[src/hdl/plogs_pkg.sv]
`timescale 1ns / 1ps

package plogs_pkg;

  localparam int WORD_W  = 32;
  localparam int FIELD_W = 48;

  localparam logic KIND_STREAM = 1'b0;
  localparam logic KIND_REPORT = 1'b1;

  typedef struct packed {
    logic              kind;
    logic [WORD_W-1:0] word;
  } item_t;

  typedef struct packed {
    logic [FIELD_W-1:0] total_postings;
    logic [FIELD_W-1:0] hit_postings;
    logic [FIELD_W-1:0] list_count;
    logic [FIELD_W-1:0] clean_blocks;
    logic [FIELD_W-1:0] full_block_count;
  } report_t;

  // Increment request for one saturating counter.
  typedef struct packed {
    logic              en;
    logic [WORD_W-1:0] inc;
  } cnt_ctl_t;

  function automatic logic [FIELD_W-1:0] to_field(logic [63:0] v);
    return v[FIELD_W-1:0];
  endfunction

endpackage

[src/hdl/posting_list_one_gap_stats.sv]
`timescale 1ns / 1ps

// Statistics over a stream of length-prefixed posting lists.
// Request channel (req_valid / req_ready / req): each transaction carries a
// kind bit and a 32-bit word. Kind stream feeds a list header or a posting;
// kind report asks for the five counters. Report channel (rpt_valid /
// rpt_ready / rpt) returns one transaction per report request, none for
// stream words. cfg_we / cfg_wdata write gap_mode (1 = gap compare against
// the previous posting, 0 = compare against one); write it only while idle.
// A report request is registered in the input stage and then in rpt.
// Throughput: one request per cycle while req_ready is high, set by the
// single register stage that updates the list state and the saturating
// counters each cycle. While a report waits for rpt_ready, stream words keep
// being accepted; a second report holds in the input stage and req_ready
// drops until the first report is taken.
// Reset (rst, synchronous) clears all counters and the list state, sets
// gap_mode to 1 and expects a header as the next stream word.
module posting_list_one_gap_stats #(
  parameter int BLOCK_LEN   = 128,
  parameter int COUNT_WIDTH = 48
) (
  input  logic               clk,
  input  logic               rst,
  input  logic               cfg_we,
  input  logic               cfg_wdata,
  input  logic               req_valid,
  output logic               req_ready,
  input  plogs_pkg::item_t   req,
  output logic               rpt_valid,
  input  logic               rpt_ready,
  output plogs_pkg::report_t rpt
);

  localparam int POS_W = $clog2(BLOCK_LEN);
  localparam int W     = plogs_pkg::WORD_W;

  logic             gap_mode;
  logic             s1_valid;
  plogs_pkg::item_t s1_item;
  logic             s1_advance;
  logic             s1_stream;
  logic             s1_report;

  logic             expect_header;
  logic [W-1:0]     postings_left;
  logic [POS_W-1:0] block_position;
  logic             block_all_ones;
  logic [W-1:0]     previous_posting;

  logic             expect_header_next;
  logic [W-1:0]     postings_left_next;
  logic [POS_W-1:0] block_position_next;
  logic             block_all_ones_next;
  logic [W-1:0]     previous_posting_next;

  logic             in_full;
  logic             hit;
  logic             block_last;

  plogs_pkg::cnt_ctl_t total_ctl, ones_ctl, lists_ctl, one_blocks_ctl, blocks_ctl;
  logic [COUNT_WIDTH-1:0] total_cnt, ones_cnt, lists_cnt, one_blocks_cnt, blocks_cnt;

  assign s1_stream  = s1_valid && (s1_item.kind == plogs_pkg::KIND_STREAM);
  assign s1_report  = s1_valid && (s1_item.kind == plogs_pkg::KIND_REPORT);
  assign s1_advance = s1_stream || (s1_report && (!rpt_valid || rpt_ready));
  assign req_ready  = !s1_valid || s1_advance;

  always_ff @(posedge clk) begin
    if (rst) begin
      gap_mode <= 1'b1;
    end else if (cfg_we) begin
      gap_mode <= cfg_wdata;
    end
  end

  always_ff @(posedge clk) begin
    if (rst) begin
      s1_valid <= 1'b0;
    end else if (req_ready) begin
      s1_valid <= req_valid;
    end
  end

  always_ff @(posedge clk) begin
    if (req_ready && req_valid) begin
      s1_item <= req;
    end
  end

  // A nonzero position means we are inside a full block; at a block start the
  // block is full when enough postings remain to fill it.
  assign in_full    = (block_position != '0) || (postings_left >= W'(BLOCK_LEN));
  assign block_last = (block_position == POS_W'(BLOCK_LEN - 1));

  always_comb begin
    if (gap_mode) begin
      hit = (previous_posting != '1) && (s1_item.word == previous_posting + W'(1));
    end else begin
      hit = (s1_item.word == W'(1));
    end
  end

  always_comb begin
    expect_header_next    = expect_header;
    postings_left_next    = postings_left;
    block_position_next   = block_position;
    block_all_ones_next   = block_all_ones;
    previous_posting_next = previous_posting;
    total_ctl             = '{en: 1'b0, inc: s1_item.word};
    lists_ctl             = '{en: 1'b0, inc: W'(1)};
    ones_ctl              = '{en: 1'b0, inc: W'(1)};
    one_blocks_ctl        = '{en: 1'b0, inc: W'(1)};
    blocks_ctl            = '{en: 1'b0, inc: W'(1)};

    if (s1_stream) begin
      if (expect_header) begin
        lists_ctl.en          = 1'b1;
        total_ctl.en          = 1'b1;
        postings_left_next    = s1_item.word;
        block_position_next   = '0;
        block_all_ones_next   = 1'b1;
        previous_posting_next = '0;
        expect_header_next    = (s1_item.word == '0);
      end else begin
        if (in_full) begin
          ones_ctl.en = hit;
          if (gap_mode) begin
            previous_posting_next = s1_item.word;
          end
          if (block_last) begin
            blocks_ctl.en       = 1'b1;
            one_blocks_ctl.en   = block_all_ones && hit;
            block_position_next = '0;
            block_all_ones_next = 1'b1;
          end else begin
            block_position_next = block_position + POS_W'(1);
            block_all_ones_next = block_all_ones && hit;
          end
        end
        if (postings_left != '0) begin
          postings_left_next = postings_left - W'(1);
        end
        if (postings_left_next == '0) begin
          expect_header_next = 1'b1;
        end
      end
    end
  end

  always_ff @(posedge clk) begin
    if (rst) begin
      expect_header    <= 1'b1;
      postings_left    <= '0;
      block_position   <= '0;
      block_all_ones   <= 1'b1;
      previous_posting <= '0;
    end else begin
      expect_header    <= expect_header_next;
      postings_left    <= postings_left_next;
      block_position   <= block_position_next;
      block_all_ones   <= block_all_ones_next;
      previous_posting <= previous_posting_next;
    end
  end

  plogs_sat_ctr #(.WIDTH(COUNT_WIDTH)) u_total (
    .clk(clk), .rst(rst), .ctl(total_ctl), .count(total_cnt)
  );
  plogs_sat_ctr #(.WIDTH(COUNT_WIDTH)) u_ones (
    .clk(clk), .rst(rst), .ctl(ones_ctl), .count(ones_cnt)
  );
  plogs_sat_ctr #(.WIDTH(COUNT_WIDTH)) u_lists (
    .clk(clk), .rst(rst), .ctl(lists_ctl), .count(lists_cnt)
  );
  plogs_sat_ctr #(.WIDTH(COUNT_WIDTH)) u_one_blocks (
    .clk(clk), .rst(rst), .ctl(one_blocks_ctl), .count(one_blocks_cnt)
  );
  plogs_sat_ctr #(.WIDTH(COUNT_WIDTH)) u_blocks (
    .clk(clk), .rst(rst), .ctl(blocks_ctl), .count(blocks_cnt)
  );

  // Hold the report until taken; load a new one as the old one leaves.
  always_ff @(posedge clk) begin
    if (rst) begin
      rpt_valid <= 1'b0;
    end else if (s1_report && s1_advance) begin
      rpt_valid <= 1'b1;
    end else if (rpt_ready) begin
      rpt_valid <= 1'b0;
    end
  end

  always_ff @(posedge clk) begin
    if (s1_report && s1_advance) begin
      rpt.total_postings   <= plogs_pkg::to_field(64'(total_cnt));
      rpt.hit_postings     <= plogs_pkg::to_field(64'(ones_cnt));
      rpt.list_count       <= plogs_pkg::to_field(64'(lists_cnt));
      rpt.clean_blocks     <= plogs_pkg::to_field(64'(one_blocks_cnt));
      rpt.full_block_count <= plogs_pkg::to_field(64'(blocks_cnt));
    end
  end

endmodule

[src/hdl/plogs_sat_ctr.sv]
`timescale 1ns / 1ps

module plogs_sat_ctr #(
  parameter int WIDTH = 48
) (
  input  logic                 clk,
  input  logic                 rst,
  input  plogs_pkg::cnt_ctl_t  ctl,
  output logic [WIDTH-1:0]     count
);

  logic [WIDTH:0] sum;

  assign sum = {1'b0, count} + (WIDTH+1)'(ctl.inc);

  always_ff @(posedge clk) begin
    if (rst) begin
      count <= '0;
    end else if (ctl.en) begin
      // carry out means the add passed the top: stick at all ones
      count <= sum[WIDTH] ? '1 : sum[WIDTH-1:0];
    end
  end

endmodule

[config.mk]
export PLATFORM = sky130hd
export DESIGN_NAME = posting_list_one_gap_stats
export DESIGN_NICKNAME = d
export VERILOG_FILES = /design/src/hdl/plogs_pkg.sv /design/src/hdl/posting_list_one_gap_stats.sv /design/src/hdl/plogs_sat_ctr.sv
export SDC_FILE = /design/constraint.sdc
export NUM_CORES = 1
export LEC_CHECK = 0
export ABC_AREA = 1
export BUFFER_PORTS_ARGS = -buffer_cell sky130_fd_sc_hd__clkbuf_2
export CORE_MARGIN = 1
export CORE_UTILIZATION = 50
export CTS_CLUSTER_SIZE = 12
export DETAILED_ROUTE_END_ITERATION = 6
export PLACE_DENSITY = 0.78
export RECOVER_POWER = 100
export SETUP_SLACK_MARGIN = 0.3
export SYNTH_ARGS = -nofsm -noshare
export SYNTH_HDL_FRONTEND = slang
export SYNTH_HIERARCHICAL = 1
export SYNTH_SLANG_ARGS = --single-unit
[constraint.sdc]
create_clock -name clk -period 12.35 [get_ports clk]
set_input_delay 0.6175 -clock clk [delete_from_list [all_inputs] [get_ports clk]]
set_output_delay 0.6175 -clock clk [all_outputs]
set_load 0.01 [all_outputs]
==> summary.md, run 1 <==
| Metric | Value |
|---|---|
| WP data arrival | `7.86 ns` |
| Design Power | `4680 uW` |
| RSZ-0062 raised after global routing | `no` |
| Initial antenna violation count | `0` |
| Run status | `complete, but fails checks` |
| Crit Path Category | `reg2reg` |
| DR top layer | `met4` |
| Num rows | `100` |
| Ys async rst share | `0%` |
| Crit-path max FO | `74` |
| CTS root buf | `clkbuf_16` |
| Vias in the first global route | `~31000` |
| CTS resizes | `0` |
| Final routed DRC violation total | `0` |
| Comb pwr share | `11.9%` |
| Setup Skew | `around 0.029 ns` |
| H-tree Lvls | `3` |
| Routed WL | `104000 um` |
| Top Family by Delay on Critical Path | `buffers and inverters` |
| Share of the synthesized area in the top cell type | `a little over a fifth` |
| Post-DRT Antenna Nets | `0` |
| Layout cells sized above 1 | `~6.6%` |
| Initial DRC count | `2503` |
| Post-Synthesis Cells | `between 4000 and 5000` |
| Area Overhead vs Synth | `10.5%` |
| Avg Cell Area, Syn | `between 7 and 8 um^2` |
| Worst path depth | `13` |
| Number of different library cells in the post-synthesis netlist | `56` |
| Routed len/inst | `16.3 um` |
| CTS clk-pin slew, worst paths | `0.06 ns` |
| Postcts setup bufs | `0` |
| WL met2 | `a little under 50000 um` |
| CP startpoint kind | `register` |
| WL met1 | `around 45000 um` |
| GRT overflow | `0` |
| CTS Hold Bufs | `0` |
| Drt pass-1 iters | `6` |
| Post-synth EDFFs | `approximately 270` |
| Crit share post-route | `59.8%` |
| Maximum vdd drop | `between 0.1 and 0.15 mV` |
| Cell with the most instances after synthesis | `nand2_1` |
| Final Critical Period | `around 7.4 ns` |
| Hold crit path type | `in2reg` |
| GRT Overall Usage | `26.6%` |
| Worst r2r path cells | `13` |
| Reg power frac | `between 40% and 50%` |
| Slew @ Worst Pin | `around 3.4 ns` |
| Max_slew headroom | `-126%` |
| Placeable Area | `about 74000 um^2` |
| Crit path required time | `between 10 and 15 ns` |
| IO Count | `roughly 280` |
| CTS sink count | `589` |
| TNS Setup | `0 ns` |
| Setup violators final | `0` |
| Yosys warning total | `6` |
| Seq cells post-synth | `about 590` |
| Synthesized area | `between 30000 and 40000 um^2` |
| Vias/cell | `roughly 5.2` |
| Ys flop type | `dfxtp_1` |
| Hpwl dp | `approximately 80000 um` |
| CTS tree | `done` |
| Worst-path cell with the longest stage delay | `clkbuf_1` |
| Peak Freq | `between 100 and 150 MHz` |
| Routability cong. | `0.979` |
| Sw frac | `between 20% and 30%` |
| P_leak | `roughly 0.018 uW` |
| Seq/Total Area, Yosys | `around two fifths` |
| Total CTS buffers | `between 60 and 70` |
| Global-route wire length before repair | `164000 um` |
| Power density over cell area | `about 110 nW/um^2` |
| P_int | `3430 uW` |
| Max-slew violation count | `473` |
| Pin count of the biggest net entering global routing | `roughly 160` |
| DIE AREA | `between 70000 and 80000 um^2` |
| Max Cap Viol | `11` |
| DR vias | `about 34000` |
| Max clock buf depth | `3` |
| Met3 wire length | `around 6800 um` |
| Initial core utilization | `between 50 and 60%` |
| Die H | `about 280 um` |
| Layout fillers | `roughly 7000` |
| Crit path largest cell delay | `2.50 ns` |
| Worst hold slack | `~0.18 ns` |
| Cell taking the most area after synthesis | `edfxtp_1` |
| Die extent in x | `roughly 280 um` |
| NetSw | `1250 uW` |
| Synth area leaders | `edfxtp_1 22%, dfxtp_1 17%, nand2_1 12%` |
| CP Buf/Inv Count | `5` |
| Failing checks | `capacitance limit, slew limit` |
| Worst-Skew Late Latency | `roughly 0.6 ns` |
| Final #Nets | `5572` |
| Critical Path Sink Type | `register` |
| Clk pwr share | `roughly 43%` |
| Hold path depth | `1` |
| Final-report hold violation count | `0` |
| PortBufs | `between 200 and 300` |
| Crit-path cells | `inv_1 -> nand2_1 -> clkbuf_1 -> nor2_4 -> clkbuf_1 -> clkbuf_1 -> inv_1 -> nor3_1 -> nand3_1 -> nor2_1 -> a21oi_1 -> nor2_1 -> nor2_1` |
| Most common library cells after synthesis | `1241 x nand2_1, 710 x nor2_1, 588 x inv_1, 319 x a21oi_1, 316 x dfxtp_1` |
-- final cells by class --
type	count	area [um^2]	area share [%]
flip-flops and latches	589	14500	35.0
multi-input cells	3796	20100	48.4
inverters	614	2320	5.58
diodes	1	2.50	0.00603
repair buffers	294	1170	2.82
clock inverters	32	332	0.799
clock buffers	92	1860	4.48
well taps	969	1210	2.92
-- layer usage --
layer	GRT usage, %	vias to the layer above
met3	4.33	211
met5	0	-
met4	9.97	0
met1	34.3	15357
met2	44.9	1095
li1	-	16839
-- kinds of logic (layout without fill, tap and decap cells) --
logic type                 Yosys count  count (layout)  synth area share [%]
other                                2             133                0.0200
buffers and inverters              711            1032                  8.33
DFF                                589             589                  38.6
AOI/OAI and AO/OA                  751             751                  13.6
and+or+nand+nor                   2548            2548                  29.0
xor gates and xnor gates           195             195                  4.60
adders and majority gates          170             170                  5.76
-- layout by cell type, fill, tap and decap left out, types with 14 or more instances in the layout --
master	n
a21oi_1	337
a21oi_4	82
a31oi_1	29
clkbuf_1	283
clkbuf_16	68
clkbuf_2	21
conb_1	132
dfxtp_1	316
edfxtp_1	273
ha_1	165
inv_1	591
inv_2	17
nand2_1	1247
nand2_2	42
nand2_4	14
nand3_1	275
nand4_1	56
nor2_1	708
nor2_2	28
nor3_1	102
o21ai_0	220
o21bai_1	42
xnor2_1	130
xor2_1	63
-- registers in the layout (all words and copies together) (netlist names), 7 cells and up --
signal / cells
u_blocks/count: 48
u_one_blocks/count: 48
u_lists/count: 48
block_position: 7
u_total/count: 48
rpt: 240
previous_posting: 32
s1_item: 33
postings_left: 32
u_ones/count: 48
-- per-stage QoR --
step	cells	instance area, um^2	utilization, %	setup slack (ns)
CTS	6386	42200	56.7	8.40
detailed placement	6262	40000	53.8	8.40
global placement	6262	40000	53.8	8.45
finish	6387	41500	55.8	4.96
global route	6386	41500	55.8	4.18
floorplan	5096	38100	-	0.784
-- power groups by stage --
stage / clock, uW / combinational [uW] / sequential [uW]
after floorplan: 0 / 426 / 2170
after global placement: 0 / 552 / 2170
after detailed placement: 0 / 556 / 2170
after CTS: 2030 / 559 / 2130
after global routing: 2110 / 616 / 2130
final: 1990 / 556 / 2130
-- worst register-to-register path: cells and delay by family (launching register included) --
kind	cells	cell delay (ns)
buffers and inverters	5	5.64
AND/OR/NAND/NOR	7	1.14
flip-flops	1	0.38
AO/OA/AOI/OAI	1	0.08
-- path summary, 6_finish.rpt --
kind	from	to	slack, ns
hold reg to reg	u_lists/count[43]	rpt[139]	0.43
setup reg to reg	s1_item[32]	u_lists/count[46]	4.96
hold / removal	req[6]	s1_item[6]	0.18
setup / recovery	s1_item[32]	u_lists/count[46]	4.96
(Power assumes the default switching activity.)
==> run 2: changes to the inputs <==
==> constraint.sdc (replaced) <==
create_clock -name clk -period 6.6 [get_ports clk]
set_input_delay 0.33 -clock clk [delete_from_list [all_inputs] [get_ports clk]]
set_output_delay 0.33 -clock clk [all_outputs]
set_load 0.01 [all_outputs]
==> run 2 against run 1 <==
The run still ends with capacitance limit, slew limit left. Combinational power rose by 85%. Sequential share of layout area rose by 0.10 points. Via count rose by 1.3%. Worst hold slack got worse by 0.17 ns. Register-to-register slack got worse by 3.4 ns. Clock power rose by 92%. Global-route usage rose by 0.42 points. Non-clock buffer count rose by 35. Core utilization fell by 0.16 points. Critical path type unchanged. Highest routed layer unchanged.
==> summary.md, run 2 (synthesized netlist as in run 1, its figures left out) <==
| Metric | Value |
|---|---|
| Reg with most FFs | `rpt` |
| Initial antenna violation count | `0 (unchanged)` |
| Final routed DRC violation total | `0 (unchanged)` |
| IO Count | `281 (unchanged)` |
| Crit path required time | `7.13 ns (-5.69 ns)` |
| DIE AREA | `76300 um^2 (unchanged)` |
| TNS Setup | `0 ns (unchanged)` |
| Vias/cell | `5.28 (+0.72%)` |
| H-tree Lvls | `3 (unchanged)` |
| RSZ-0062 raised after global routing | `no` |
| Global-route wire length before repair | `167000 um (+1.7%)` |
| Final Critical Period | `5.01 ns (-2.38 ns)` |
| Die extent in x | `276 um (unchanged)` |
| Total CTS buffers | `68 (unchanged)` |
| Post-DRT Antenna Nets | `0 (unchanged)` |
| Max-slew violation count | `181 (-62%)` |
| CTS sink count | `589 (unchanged)` |
| Worst-Skew Late Latency | `0.62 ns (about the same)` |
| Commonest non-fill, non-tap cell in the layout | `nand2_1` |
| Power density over cell area | `214 nW/um^2 (+90%)` |
| Area Overhead vs Synth | `10.2%` |
| Routability cong. | `0.980 (+0.15%)` |
| Max clock buf depth | `3 (unchanged)` |
| Crit Path Category | `reg2reg` |
| Setup Skew | `0.0306 ns (+0.00185 ns)` |
| Core Util, Final | `55.6% (-0.16 points)` |
| Routed WL | `106000 um (+2.2%)` |
| Hold crit path type | `in2reg` |
| Pin count of the biggest net entering global routing | `156 (-1.9%)` |
| Crit path largest cell delay | `1.08 ns (-1.42 ns)` |
| Drt pass-1 iters | `6 (unchanged)` |
| N_diodes | `0 (-1)` |
| P_leak | `0.0181 uW (+0.88%)` |
| Maximum vdd drop | `0.197 mV (+87%)` |
| GRT Overall Usage | `27.1% (+0.42 points)` |
| Seq. cell area | `14500 um^2 (unchanged)` |
| Area of the multi-input gates | `19500 um^2 (-2.8%)` |
| Most frequent cells in the layout | `1252 x nand2_1, 711 x nor2_1, 591 x inv_1, 382 x a21oi_1, 316 x dfxtp_1` |
| Slew @ Worst Pin | `3.81 ns (+0.417 ns)` |
| CTS clk-pin slew, worst paths | `0.06 ns (about the same)` |
| Routed len/inst | `16.6 um (+1.7%)` |
| Final #Nets | `5607 (+0.63%)` |
| Top Family by Delay on Critical Path | `buffers and inverters` |
| Peak Freq | `200 MHz (+47%)` |
| Hpwl dp | `80100 um (+0.27%)` |
| Placeable Area | `74400 um^2 (unchanged)` |
| Max_slew headroom | `-154% (-28 points)` |
| Max reg flops | `240 (unchanged)` |
| Failing checks | `capacitance limit, slew limit` |
| Num rows | `100 (unchanged)` |
| Initial DRC count | `2616 (+4.5%)` |
| Setup violators final | `0 (unchanged)` |
| CTS root buf | `clkbuf_16` |
| Crit share post-route | `75.9% (+16 points)` |
| Critical Path Sink Type | `register` |
| Die H | `276 um (unchanged)` |
| Layout fillers | `7124 (+1.2%)` |
| Crit-path max FO | `35 (-53%)` |
| WP data arrival | `5.54 ns (-2.32 ns)` |
| Crit-path cells | `inv_1 -> nand2_1 -> buf_4 -> nor2_1 -> clkbuf_1 -> nand2_1 -> a21oi_4 -> clkbuf_1 -> nand3_1 -> nand2_1 -> nor2_1 -> nor2_1` |
| CP Buf/Inv Count | `4 (-1)` |
| PortBufs | `280 (unchanged)` |
| Final-report hold violation count | `0 (unchanged)` |
| DR vias | `33927 (+1.3%)` |
| Worst-path cell with the longest stage delay | `clkbuf_1` |
| GRT overflow | `0 (unchanged)` |
| Initial core utilization | `50.5% (unchanged)` |
| CP startpoint kind | `register` |
| Run status | `complete, but fails checks` |
| Layout cells sized above 1 | `5.81% (-0.83 points)` |
| Postcts setup bufs | `0 (unchanged)` |
| CTS tree | `done` |
| Vias in the first global route | `31752 (+1.3%)` |
| Max Cap Viol | `5 (-6)` |
-- run 2: cell types whose count changed in the layout (fill, tap and decap cells not counted), moves of 3 or more --
cell / change
dlygate4sd3_1: +36
nand2_1: +5
nor2_1: +3
a21oi_4: -45
clkinv_2: +4
nand2_4: -4
clkbuf_2: +9
clkbuf_8: -4
a21oi_1: +45
clkbuf_1: -10
nor2_2: -3
-- run 2: where the power goes --
group          leakage [uW]  internal [uW]  total [uW]  switching, uW
Sequential          0.00514           3900        3990           90.3
Clock               0.00110           2270        3820           1550
Combinational        0.0118            332        1030            702
Total                0.0181           6500        8840           2340
-- run 2: final timing paths --
| path | from | end | slack (ns) | cells past startpoint |
|---|---|---|---|---|
| setup / recovery | s1_item[32] | u_ones/count[33] | 1.59 | 12 |
| hold reg to reg | u_total/count[43] | rpt[235] | 0.44 | 0 |
| hold / removal | rpt_ready | rpt_valid | 0.01 | 4 |
| setup reg to reg | s1_item[32] | u_ones/count[33] | 1.59 | 12 |
-- run 2: layout make-up --
| type | instances | area share [%] |
|---|---|---|
| Multi-Input combinational cell | 3796 | 47.2 |
| Sequential cell | 589 | 35.1 |
| Inverter | 614 | 5.62 |
| Clock buffer | 92 | 4.50 |
| Timing Repair Buffer | 329 | 3.77 |
| Tap cell | 969 | 2.93 |
| Clock inverter | 33 | 0.922 |
-- run 2: per-layer routing --
layer | track usage [%] | routed length [um] | share of wire (%)
met1 | 34.9 | 46100 | 43
met4 | 10.2 | 3680 | 3.5
met3 | 4.19 | 6830 | 6.4
met2 | 45.6 | 49900 | 47
met5 | 0 | 0 | 0
-- run 2: timing repair --
item                                   4_1_cts  5_1_grt
resized for setup                            0        0
endpoints found under the hold margin       35        0
hold buffers                                36        0
-- run 2: stage by stage --
step                std cells  hold slack (ns)  cell area [um^2]  worst slack (ns)  power (uW)
finish                   6422           0.0132             41400              1.59        8840
global route             6422           0.0278             41400              1.12        9200
floorplan                5096            0.408             38100              2.16        4840
CTS                      6422          0.00892             42700              2.65        8940
detailed placement       6261            0.421             40100              2.65        5100
global placement         6261            0.415             40100              2.73        5090
-- run 2: tightest hold or removal path, delay by kind of cell --
family,cells,cell delay (ns)
buffers and inverters,2,0.13
AOI/OAI and AO/OA,1,0.06
and+or+nand+nor,1,0.05
